==> config.mk <==
export PLATFORM = sky130hd
export DESIGN_NAME = stw_ctrl
export DESIGN_NICKNAME = d
export VERILOG_FILES = /design/src/stw_pkg.sv /design/src/stw_ctrl.sv
export SDC_FILE = /design/constraint.sdc
export NUM_CORES = 1
export LEC_CHECK = 0
export ABC_AREA = 1
export CORE_AREA = 5 5 42 44
export CTS_CLUSTER_SIZE = 28
export DETAILED_ROUTE_END_ITERATION = 10
export DIE_AREA = 0 0 47 49
export DONT_BUFFER_PORTS = 1
export HOLD_SLACK_MARGIN = 0.06
export SYNTH_ARGS = -nofsm -noshare
export SYNTH_HDL_FRONTEND = slang
export SYNTH_SLANG_ARGS = --single-unit
==> constraint.sdc <==
create_clock -name i_clk -period 1 [get_ports i_clk]
set_input_delay 0 -clock i_clk [delete_from_list [all_inputs] [get_ports i_clk]]
set_output_delay 0 -clock i_clk [all_outputs]
set_load 0.01 [all_outputs]
==> src/stw_pkg.sv <==
// ----------------------------------------------------------------------------
// Stereo table waveshaper package
// Shared widths, configuration indices and the command type for the waveshaper modules.
// ----------------------------------------------------------------------------
package stw_pkg;

    localparam int CurvePoints = 200;
    localparam int AddrW       = $clog2(CurvePoints);

    localparam logic [1:0] CFG_DRY  = 2'd0;
    localparam logic [1:0] CFG_WET  = 2'd1;
    localparam logic [1:0] CFG_CLIP = 2'd2;

    // Datapath steps, issued by the controller states (the sum state issues none).
    typedef struct packed {
        logic load;      // capture frame inputs, clear peak if asked
        logic gain;      // g = x * gain, clip, peak update
        logic addr;      // segment index and fraction, issue curve reads
        logic interp;    // interpolation products
        logic shape;     // y, the shaped value
        logic mix;       // dry product, and w = y * output gain
        logic done;      // sum, shift, saturate into output register
        logic sel_right; // channel being worked on
    } t_dp_cmd;

endpackage

==> src/stw_ctrl.sv <==
// ----------------------------------------------------------------------------
// Waveshaper controller
// Sequences the datapath through the steps of one frame, channel by channel.
// ----------------------------------------------------------------------------
module stw_ctrl (
    input  logic              i_clk,
    input  logic              i_rst_n,
    input  logic              i_start,
    input  logic              i_out_free,
    output logic              o_busy,
    output stw_pkg::t_dp_cmd  o_cmd
);

    typedef enum logic [7:0] {
        S_IDLE   = 8'b0000_0001,
        S_GAIN   = 8'b0000_0010,
        S_ADDR   = 8'b0000_0100,
        S_INTERP = 8'b0000_1000,
        S_SHAPE  = 8'b0001_0000,
        S_MIX    = 8'b0010_0000,
        S_SUM    = 8'b0100_0000,
        S_WAIT   = 8'b1000_0000
    } t_state;

    t_state r_state, n_state;
    logic   r_right, n_right;

    always_comb begin
        n_state = r_state;
        n_right = r_right;
        o_cmd   = '0;
        o_cmd.sel_right = r_right;
        unique case (r_state)
            S_IDLE: begin
                if (i_start) begin
                    o_cmd.load = 1'b1;
                    n_right    = 1'b0;
                    n_state    = S_GAIN;
                end
            end
            S_GAIN: begin
                o_cmd.gain = 1'b1;
                n_state    = S_ADDR;
            end
            S_ADDR: begin
                o_cmd.addr = 1'b1;
                n_state    = S_INTERP;
            end
            S_INTERP: begin
                o_cmd.interp = 1'b1;
                n_state      = S_SHAPE;
            end
            S_SHAPE: begin
                o_cmd.shape = 1'b1;
                n_state     = S_MIX;
            end
            S_MIX: begin
                o_cmd.mix = 1'b1;
                n_state   = S_SUM;
            end
            S_SUM: begin
                // The wet product settles during this step.
                n_state = S_WAIT;
            end
            S_WAIT: begin
                if (!r_right) begin
                    o_cmd.done = 1'b1;
                    n_right    = 1'b1;
                    n_state    = S_GAIN;
                end else if (i_out_free) begin
                    o_cmd.done = 1'b1;
                    n_state    = S_IDLE;
                end
            end
            default: n_state = S_IDLE;
        endcase
    end

    assign o_busy = (r_state != S_IDLE);

    always_ff @(posedge i_clk) begin
        if (!i_rst_n) begin
            r_state <= S_IDLE;
            r_right <= 1'b0;
        end else begin
            r_state <= n_state;
            r_right <= n_right;
        end
    end

endmodule

Yosys cells after proc, flatten, opt, wreduce, memory -nomap -nowiden
Cells that the tools add are included.
{"block": "totals", "regBits": 9, "output_inout_bits": 9, "in_bits": 4, "elab_cells": 32}
{"block": "classes", "reduce_logical": 3, "eq_ne": 11, "mux": 16}
{"operator": "$pmux 8 s8", "count": 1}
{"operator": "$mux 8", "count": 3}
{"operator": "$mux 1", "count": 11}
{"operator": "$eq 8x1->1 const B", "count": 1}
{"operator": "$eq 8x2->1 const B", "count": 1}
{"operator": "$eq 8x3->1 const B", "count": 1}
{"operator": "$eq 8x4->1 const B", "count": 1}
{"operator": "$eq 8x5->1 const B", "count": 1}
{"operator": "$eq 8x6->1 const B", "count": 1}
{"operator": "$eq 8x7->1 const B", "count": 1}
{"operator": "$eq 8x8->1 const B", "count": 1}
{"operator": "$ne 8x1->1 const B", "count": 1}
{"operator": "$reduce_and 2->1", "count": 2}
{"operator": "$ne 3x3->1 const B", "count": 1}
{"operator": "$ne 2x2->1 const B", "count": 1}
{"operator": "$pmux 1 s2", "count": 1}
{"operator": "$reduce_bool 2->1", "count": 1}

Longest topological paths before layout
Gate-level depths: netlist (run 1).
{"block": "depth", "depth_word": 3, "mapped_depth": 10, "ltp_nobuf": 10}

Worst setup path before layout (run 1)
OpenSTA, ideal clock, no wires.
{"block": "synth_timing", "kind": "reg-to-reg", "startpoint": "reg r_state[6]", "endpoint": "reg r_state[0]", "arrival_ns": 0.955, "stages_incl_launch_ff": 9, "setup_time_ns": 0.118, "setup_slack_ns": -0.074, "n_path_buf": 0, "synth_period_minus_slack_ns": 1.074, "required_ns": 0.882, "cell_sequence": "dfxtp_1 -> inv_2 -> nand2_4 -> nor2_8 -> nand2_4 -> o22ai_2 -> inv_2 -> nand2_1 -> nand2_1"}
{"block": "synth_via", "elab_chain_len": 3, "elab_cells_between_ends": 12, "cone_classes": "eq/ne (10); mux (1); reduce/logical (1)"}
{"element": "start, declared", "line_no": "stw_ctrl.sv:25", "source": "t_state r_state, n_state;"}
{"element": "start signal, assigned", "line_no": "stw_ctrl.sv:86", "source": "r_state <= n_state;"}
{"element": "$eq 8x8->1 or $eq 8x1->1 (tied branches)", "line_no": "stw_ctrl.sv:33", "source": "unique case (r_state)"}
{"element": "$ne 3x3->1 (no source line) or $ne 2x2->1 (tied branches)"}
{"element": "$reduce_and 2->1 (no source line)"}
Several ways; a longest one is shown, not always the timed one.
A chain may end at the register's enable or synchronous reset.

==> results_dict.tcl, run 1 <==
set metrics [dict create \
    status "complete, but fails checks" \
    violations "setup timing" \
    grt_pass1_vias 581 \
    dieArea_um2 2300 \
    grt.met3_usage_pct 4.06 \
    ys_seq_elements 9 \
    cts_max_level 1 \
    tightestPinTransition_ps 249 \
    wl_per_cell_um 11.0 \
    yosysWarnings 0 \
    fp.dieW_um 47 \
    clk_pin_slew_ps 70 \
    holdCritPathClass "primary input to register" \
    max_freq_mhz 792 \
    ir_drop_mv 1.79 \
    antenna_left 0 \
    grt_max_degree 7 \
    grtUsageMet1_pct 15.6 \
    diodes 0 \
    cp-end-kind "output pin" \
    drive_above_1_share_pct 61.9 \
    io_pins 13 \
    slew_headroom_pct 83.4 \
    root_buffer "clkbuf_4" \
    cts_tree "yes" \
    syn_inst 88 \
    crit_type "register to output pin" \
    clockBufferDepth 2 \
    drcViolationCount 0 \
    busiest_layer "met2" \
    grt_setup_unrepaired "true" \
    wl_um 1470 \
    hpwlAfterDp_um 949 \
    die_y_um 49 \
    arrival_ps 1260 \
    place_ws_ps -139 \
    finalCritPeriodShare_pct 126 \
    overflow 0 \
    drt_iter0_drc 8 \
    post_drt_via_cell_ratio 4.52 \
    num_rows 14 \
    grt_first_pass_wirelength_um 2390 \
    fin_crit_ps 1260 \
    required_ps 1000 \
    synth_nets 92 \
    grt_usage_pct 14.4 \
    ys_seq_area_share_pct 31.0 \
    clock_skew_ps 5.14 \
    met2_usage_pct 24.4 \
    area_delta_synth_final_pct 62.5 \
    worstPathMaxFanout 3 \
    fin_total_pwr_mw 1.93 \
    numCtsBuffers 3 \
    antenna_found_initial 0 \
    power.leakage_nw 0.487 \
    maxSlewViolCount 0 \
    synth.avg_cell_area_um2 6.60 \
    maxCapViolCount 0 \
    hold_viol 0 \
    initial_core_util_pct 41.4 \
    drtPass1Iterations 3 \
    nets 123 \
    gp_congestion 0.774 \
    io_buffers 0 \
    clock-sinks 9 \
    core_area_um2 1400 \
    clk_latency_ps 270 \
    ys_types 18 \
    fin_ws_ps -263 \
    syn_area_um2 581 \
    setup_viol 13 \
    startpoint_type "register" \
    powerDensity_nw_per_um2 2040 \
    num_vias 606 \
]
-- Yosys cell counts --
cell     instances  area share (%)
a21oi_1          2             1.7
a31oi_1          1             1.1
buf_4            1             1.3
dfxtp_1          9              31
inv_1           10             6.5
inv_2            9             5.8
nand2_1         20              13
nand2_2          3             3.2
nand2_4          5             9.7
nand3_1          1            0.86
nand4_1          1             1.1
nor2_1          18              12
nor2_2           1             1.1
nor2_4           2             3.9
nor2_8           1             3.4
o21ai_0          1            0.86
o21ai_1          2             1.7
o22ai_2          1             2.2
-- per-stage QoR --
stage	hold WS, ps	utilization [%]	cells	TNS, ps	cell area (µm²)
after floorplan	124	-	88	-129	582
after global placement	141	49.4	116	-420	692
after detailed placement	143	49.4	116	-503	692
after CTS	90.8	63.0	131	-1970	883
after global routing	164	67.3	134	-3560	943
final	113	67.3	134	-2360	943
-- logic make-up (layout without fill, tap and decap cells) --
logic type,Yosys count,count (layout),synth area share [%]
compound gates,7,7,7.54
buf+inv,20,50,13.6
flops,9,9,31.0
simple gates,52,52,47.8
-- placed cells by master, fill, tap and decap left out, drive strengths merged, types with 2 or more instances in the layout --
cell	n
nor2	22
nand2	28
dlygate4sd3	2
o21ai	3
a21oi	2
buf	25
clkbuf	4
dfxtp	9
inv	19
-- area by class of cell --
cell class                 count  area, µm²
fill                         131        458
sequential                     9        190
multi-input combinational     59        384
inverter                      19       88.8
tap                           16       20.0
timing repair buffer          27        234
clock buffer                   4       26.3
-- metal layers --
| metal | share of wire, % | wire length (µm) |
|---|---|---|
| met5 | 0 | 0 |
| met4 | 1.3 | 19 |
| met2 | 55 | 806 |
| met1 | 40 | 594 |
| met3 | 3.3 | 49 |
-- path summary, 6_finish.rpt --
path                                               from                       to  slack [ps]  cells past startpoint
worst min register to register     r_right$_SDFFE_PN0P_     r_right$_SDFFE_PN0P_         590                      2
worst max-delay path            r_state[3]$_SDFFE_PN0P_                 o_cmd[2]        -260                      7
worst min-delay path                         i_out_free  r_state[0]$_SDFFE_PN1P_         110                      6
worst max register to register  r_state[3]$_SDFFE_PN0P_  r_state[0]$_SDFFE_PN1P_        -220                     11
-- registers in the layout (all words and copies together) (netlist names) --
signal   flops
r_state      8
r_right      1
-- worst max-delay path, stage by stage, from the launching register on --
cell	delay (ps)
dfxtp_2	330
inv_2	70
nand2_4	80
nor2_4	150
buf_4	130
nand2_2	50
buf_6	120
inv_4	50
-- where the power goes --
part	switching (mW)	total [mW]	leakage, nW	internal (mW)
Combinational	0.610	1.14	0.396	0.534
Clock	0.144	0.298	0.0150	0.155
Sequential	0.0546	0.484	0.0762	0.429
-- timing repair --
| action | 4_1_cts | 5_1_grt |
|---|---|---|
| resized for setup | 31 | 11 |
| endpoints found under the setup margin | 13 | 17 |
| buffers inserted | 9 | 3 |
| pin swaps | 8 | 7 |
| hold buffers | 2 | 0 |
| endpoints found under the hold margin | 5 | 0 |
Power figures use the tool's default switching activity.
==> run 2: changes to the inputs <==
--- a/config.mk
+++ b/config.mk
@@ -12,6 +12,7 @@
 export DIE_AREA = 0 0 47 49
 export DONT_BUFFER_PORTS = 1
 export HOLD_SLACK_MARGIN = 0.06
+export SETUP_SLACK_MARGIN = 0.1
 export SYNTH_ARGS = -nofsm -noshare
 export SYNTH_HDL_FRONTEND = slang
 export SYNTH_SLANG_ARGS = --single-unit
==> results_dict.tcl, run 2 (synthesis gave the netlist of run 1 again) <==
set metrics [dict create \
    fin_hold_ws_ps 123 \
    holdCritPathClass "primary input to register" \
    grt_setup_unrepaired "true" \
    startpoint_type "register" \
    slew_headroom_pct 85.6 \
    final_cell_mix "nand2_1 (17), nor2_1 (12), buf_4 (10)" \
    fill_cells 129 \
    seqPwrFrac_pct 25.5 \
    p_int_mw 1.14 \
    clk_pin_slew_ps 70 \
    power.leakage_nw 0.468 \
    cp-end-kind "output pin" \
    crit_path_top_delay_cell "dfxtp_2" \
    place_ws_ps -154 \
    cts_max_level 1 \
    wl_um 1530 \
    max_freq_mhz 785 \
    root_buffer "clkbuf_4" \
    nets 117 \
    grt_max_degree 7 \
    cp_common_cell "nand2_4" \
    worstPathMaxFanout 3 \
    top_regs "r_state x8, r_right x1" \
    drtPass1Iterations 4 \
    clock_skew_ps 2.84 \
    hpwlAfterDp_um 953 \
    clk_latency_ps 260 \
    io_buffers 0 \
    finalCritPeriodShare_pct 127 \
    wl_per_cell_um 12.0 \
    fp.dieW_um 47 \
    power_frac_clock_pct 14.6 \
    grt_pass1_vias 594 \
    area_delta_synth_final_pct 57.3 \
    fin_ws_ps -273 \
    gp_congestion 0.744 \
    hold_viol 0 \
    comb_power_share_pct 60.0 \
    slowest_delay_ps 340 \
    clockBufferDepth 2 \
    numCtsBuffers 3 \
    core_area_um2 1400 \
    dieArea_um2 2300 \
    fin_crit_ps 1270 \
    drive_above_1_share_pct 61.6 \
    drt_iter0_drc 9 \
    die_y_um 49 \
    powerDensity_nw_per_um2 2190 \
    clock-sinks 9 \
    antenna_left 0 \
    post_drt_via_cell_ratio 4.70 \
    setup_viol 15 \
    path_buf_inv 2 \
    num_vias 602 \
    tightestPinTransition_ps 215 \
    grt_first_pass_wirelength_um 2530 \
    arrival_ps 1270 \
    largest_reg_flops 8 \
    initial_core_util_pct 41.4 \
    io_pins 13 \
    p_sw_share_pct 43.0 \
    crit_family "flip-flops" \
    num_rows 14 \
    largest_register "r_state" \
    final_common_cell "nand2_1" \
    regArea_um2 193 \
    multiInputGateArea_um2 393 \
    maxSlewViolCount 0 \
    drcViolationCount 0 \
    cp_cell_sequence "inv_2 -> nand2_4 -> nor2_4 -> nand2_4 -> buf_6 -> a21oi_4" \
    diodes 0 \
    required_ps 1000 \
    cts_tree "yes" \
    antenna_found_initial 0 \
    grt_usage_pct 15.3 \
    overflow 0 \
    violations "setup timing" \
    power_switching_mw 0.859 \
    fin_setup_tns_ps -2510 \
    crit_type "register to output pin" \
    status "complete, but fails checks" \
    maxCapViolCount 0 \
    ir_drop_mv 1.90 \
]
-- run 2: changes by cell type in the layout (fill, tap and decap cells not counted), moves of 2 or more --
| cell | previous run | this run |
|---|---|---|
| nor2_4 | 5 | 7 |
| buf_4 | 18 | 10 |
| inv_4 | 7 | 5 |
| o21ai_2 | 0 | 2 |
| buf_6 | 7 | 9 |
| nor2_2 | 4 | 2 |
-- run 2: worst paths after layout --
check	from	to	slack (ps)	cells past startpoint
max reg2reg	r_state[3]$_SDFFE_PN0P_	r_state[0]$_SDFFE_PN1P_	-240	11
min reg2reg	r_right$_SDFFE_PN0P_	r_right$_SDFFE_PN0P_	530	2
max	r_state[3]$_SDFFE_PN0P_	o_cmd[1]	-270	6
min	i_out_free	r_state[0]$_SDFFE_PN1P_	120	6
-- run 2: layer usage --
| metal | track usage [%] | share of wire (%) | vias up |
|---|---|---|---|
| li1 | - | - | 308 |
| met1 | 15.5 | 35 | 276 |
| met2 | 28.3 | 57 | 14 |
| met3 | 3.32 | 5.2 | 4 |
| met4 | 5.99 | 2.3 | 0 |
| met5 | 0 | 0 | - |
-- run 2: worst register-to-register path: cells and delay by family (launching register included) --
kind                   cells  cell delay (ps)
buffers and inverters      2              200
flip-flops                 1              340
AND/OR/NAND/NOR            9              600
-- run 2: repair_timing --
| item | in CTS | in global routing |
|---|---|---|
| setup endpoints to repair | 16 | 18 |
| setup buffers | 6 | 3 |
| gates resized for setup | 28 | 18 |
| pin swaps | 7 | 7 |
| endpoints found under the hold margin | 5 | 0 |
| hold buffers | 2 | 0 |
-- run 2: through the flow --
stage	total power [mW]	util, %	instances	area [µm²]
3_3_place_gp	1.30	47.8	113	669
5_1_grt	2.14	65.2	128	913
6_report	2.00	65.2	128	913
4_1_cts	1.82	59.5	125	833
2_1_floorplan	1.12	-	88	582
3_5_place_dp	1.30	47.8	113	669
-- run 2: cell type report --
cell class	count	share of cell area (%)
multi-input cells	59	43.0
repair buffers	21	21.5
flip-flops and latches	9	21.1
inverters	19	9.18
clock buffers	3	2.47
well taps	16	2.19
clock inverters	1	0.548
-- run 2: power groups by stage --
stage               Clock [mW]  Sequential (mW)  Combinational (mW)
finish                   0.291            0.509                1.20
detailed placement           0            0.480               0.819
CTS                      0.296            0.481                1.04
global route             0.326            0.522                1.30
floorplan                    0            0.474               0.648
global placement             0            0.480               0.817
==> run 3: changes to the inputs <==
--- a/config.mk
+++ b/config.mk
@@ -13,6 +13,8 @@
 export DONT_BUFFER_PORTS = 1
 export HOLD_SLACK_MARGIN = 0.06
 export SETUP_SLACK_MARGIN = 0.1
+export SLEW_MARGIN = 20
 export SYNTH_ARGS = -nofsm -noshare
 export SYNTH_HDL_FRONTEND = slang
 export SYNTH_SLANG_ARGS = --single-unit
+export TNS_END_PERCENT = 30
==> results_dict.tcl, run 3 (synthesis gave the netlist of run 1 again) <==
set metrics [dict create \
    status "complete, but fails checks" \
    violations "setup timing" \
    area_delta_synth_final_pct 47.2 \
    arrival_ps 1270 \
    io_pins 13 \
    cp-end-kind "output pin" \
    initial_core_util_pct 41.4 \
    largest_register "r_state" \
    drcViolationCount 0 \
    nets 113 \
    numCtsBuffers 3 \
    cts_max_level 1 \
    place_ws_ps -158 \
    clock_skew_ps 0.884 \
    fin_ws_ps -267 \
    drtPass1Iterations 4 \
    maxCapViolCount 0 \
    maxSlewViolCount 0 \
    overflow 0 \
    worstPathMaxFanout 4 \
    met2_usage_pct 22.2 \
    finalCritPeriodShare_pct 127 \
    wl_um 1450 \
    setup_viol 12 \
    drive_above_1_share_pct 58.3 \
    ir_drop_mv 1.63 \
    r2r_setup_slack_ps -240 \
    final_cell_mix "nand2_1 (16), nor2_1 (14), inv_2 (11)" \
    busiest_layer "met2" \
    wl_per_cell_um 11.7 \
    r2r-end "r_state[0]$_SDFFE_PN1P_" \
    die_y_um 49 \
    num_vias 586 \
    holdCritPathClass "primary input to register" \
    num_rows 14 \
    rr_worst_depth 11 \
    grt_usage_pct 13.6 \
    min_to "r_state[0]$_SDFFE_PN1P_" \
    grtUsageMet1_pct 15.2 \
    dieArea_um2 2300 \
    post_drt_via_cell_ratio 4.73 \
    drt_iter0_drc 4 \
    clockBufferDepth 2 \
    reg2reg_from "r_state[2]$_SDFFE_PN0P_" \
    grt_setup_unrepaired "true" \
    antenna_found_initial 0 \
    top_regs "r_state x8, r_right x1" \
    gp_congestion 0.766 \
    power.leakage_nw 0.437 \
    final_core_util_pct 61.0 \
    clock-sinks 9 \
    core_area_um2 1400 \
    grt_pass1_vias 580 \
    fin_hold_ws_ps 96.4 \
    largest_reg_flops 8 \
    final_common_cell "nand2_1" \
    grt.met3_usage_pct 4.43 \
    io_buffers 0 \
    crit_type "register to output pin" \
    powerDensity_nw_per_um2 2170 \
    clk_latency_ps 260 \
    hold_viol 0 \
    antenna_left 0 \
    required_ps 1000 \
    max_freq_mhz 789 \
    grt_first_pass_wirelength_um 2300 \
    slew_headroom_pct 76.8 \
    fin_total_pwr_mw 1.86 \
    clk_pin_slew_ps 60 \
    hpwlAfterDp_um 966 \
    fp.dieW_um 47 \
    tightestPinTransition_ps 347 \
    startpoint_type "register" \
    diodes 0 \
    cts_tree "yes" \
    grt_max_degree 9 \
    fin_crit_ps 1270 \
    hold_depth 6 \
    worstHoldStart "i_out_free" \
    root_buffer "clkbuf_4" \
]
run 3: cell count changes in the layout (fill, tap and decap cells not counted), moves of 2 or more:
cell    delta
buf_4      -3
inv_2      +3
nor2_4     -3
buf_6      -2
inv_4      -2
nor2_1     +2
run 3: per-layer routing:
layer,up-vias,share of wire [%]
li1,299,-
met1,265,40
met2,20,54
met3,2,5.6
met4,0,0.28
met5,-,0
run 3: metrics by stage:
step	instances	setup TNS, ps	instance area [µm²]
final	124	-2100	855
after global routing	124	-3150	855
after CTS	123	-1860	811
after detailed placement	113	-556	668
after global placement	113	-473	668
after floorplan	88	-136	581
run 3: critical path, cell delays in order (launching register included):
cell and delay (ps):
dfxtp_2 330, inv_2 70, nand2_4 70, nor2_4 180, nand2_4 80, buf_6 130, a21oi_4 130
run 3: layout make-up:
cell class | instances | area, µm²
fillers | 134 | 547
multi-input cells | 59 | 378
flip-flops and latches | 9 | 190
repair buffers | 17 | 161
inverters | 19 | 78.8
clock buffers | 4 | 26.3
well taps | 16 | 20.0
run 3: power by group:
group          internal [mW]  total, mW  leakage (nW)  switching, mW
registers              0.430      0.494        0.0762         0.0638
logic                  0.472       1.07         0.346          0.602
clock network          0.154      0.291        0.0150          0.137
total                   1.06       1.86         0.437          0.802
run 3: how the worst max path moves through the flow:
stage	start	to	depth (start not counted)
6_report	r_state[2]$_SDFFE_PN0P_	o_cmd[1]	6
5_1_grt	r_state[2]$_SDFFE_PN0P_	o_cmd[1]	6
4_1_cts	r_state[0]$_SDFFE_PN1P_	o_cmd[1]	6
3_5_place_dp	r_state[3]$_SDFFE_PN0P_	r_state[1]$_SDFFE_PN0P_	8
3_3_place_gp	r_state[3]$_SDFFE_PN0P_	r_state[1]$_SDFFE_PN0P_	8
2_1_floorplan	r_state[6]$_SDFFE_PN0P_	r_state[0]$_SDFFE_PN1P_	8
run 3: timing repair:
action                     in CTS  in global routing
gates resized for setup        27                 12
hold buffers                    2                  1
setup endpoints to repair      16                 18
hold endpoints to repair        9                  1
pin swaps                       5                  7
buffers inserted                4                  0
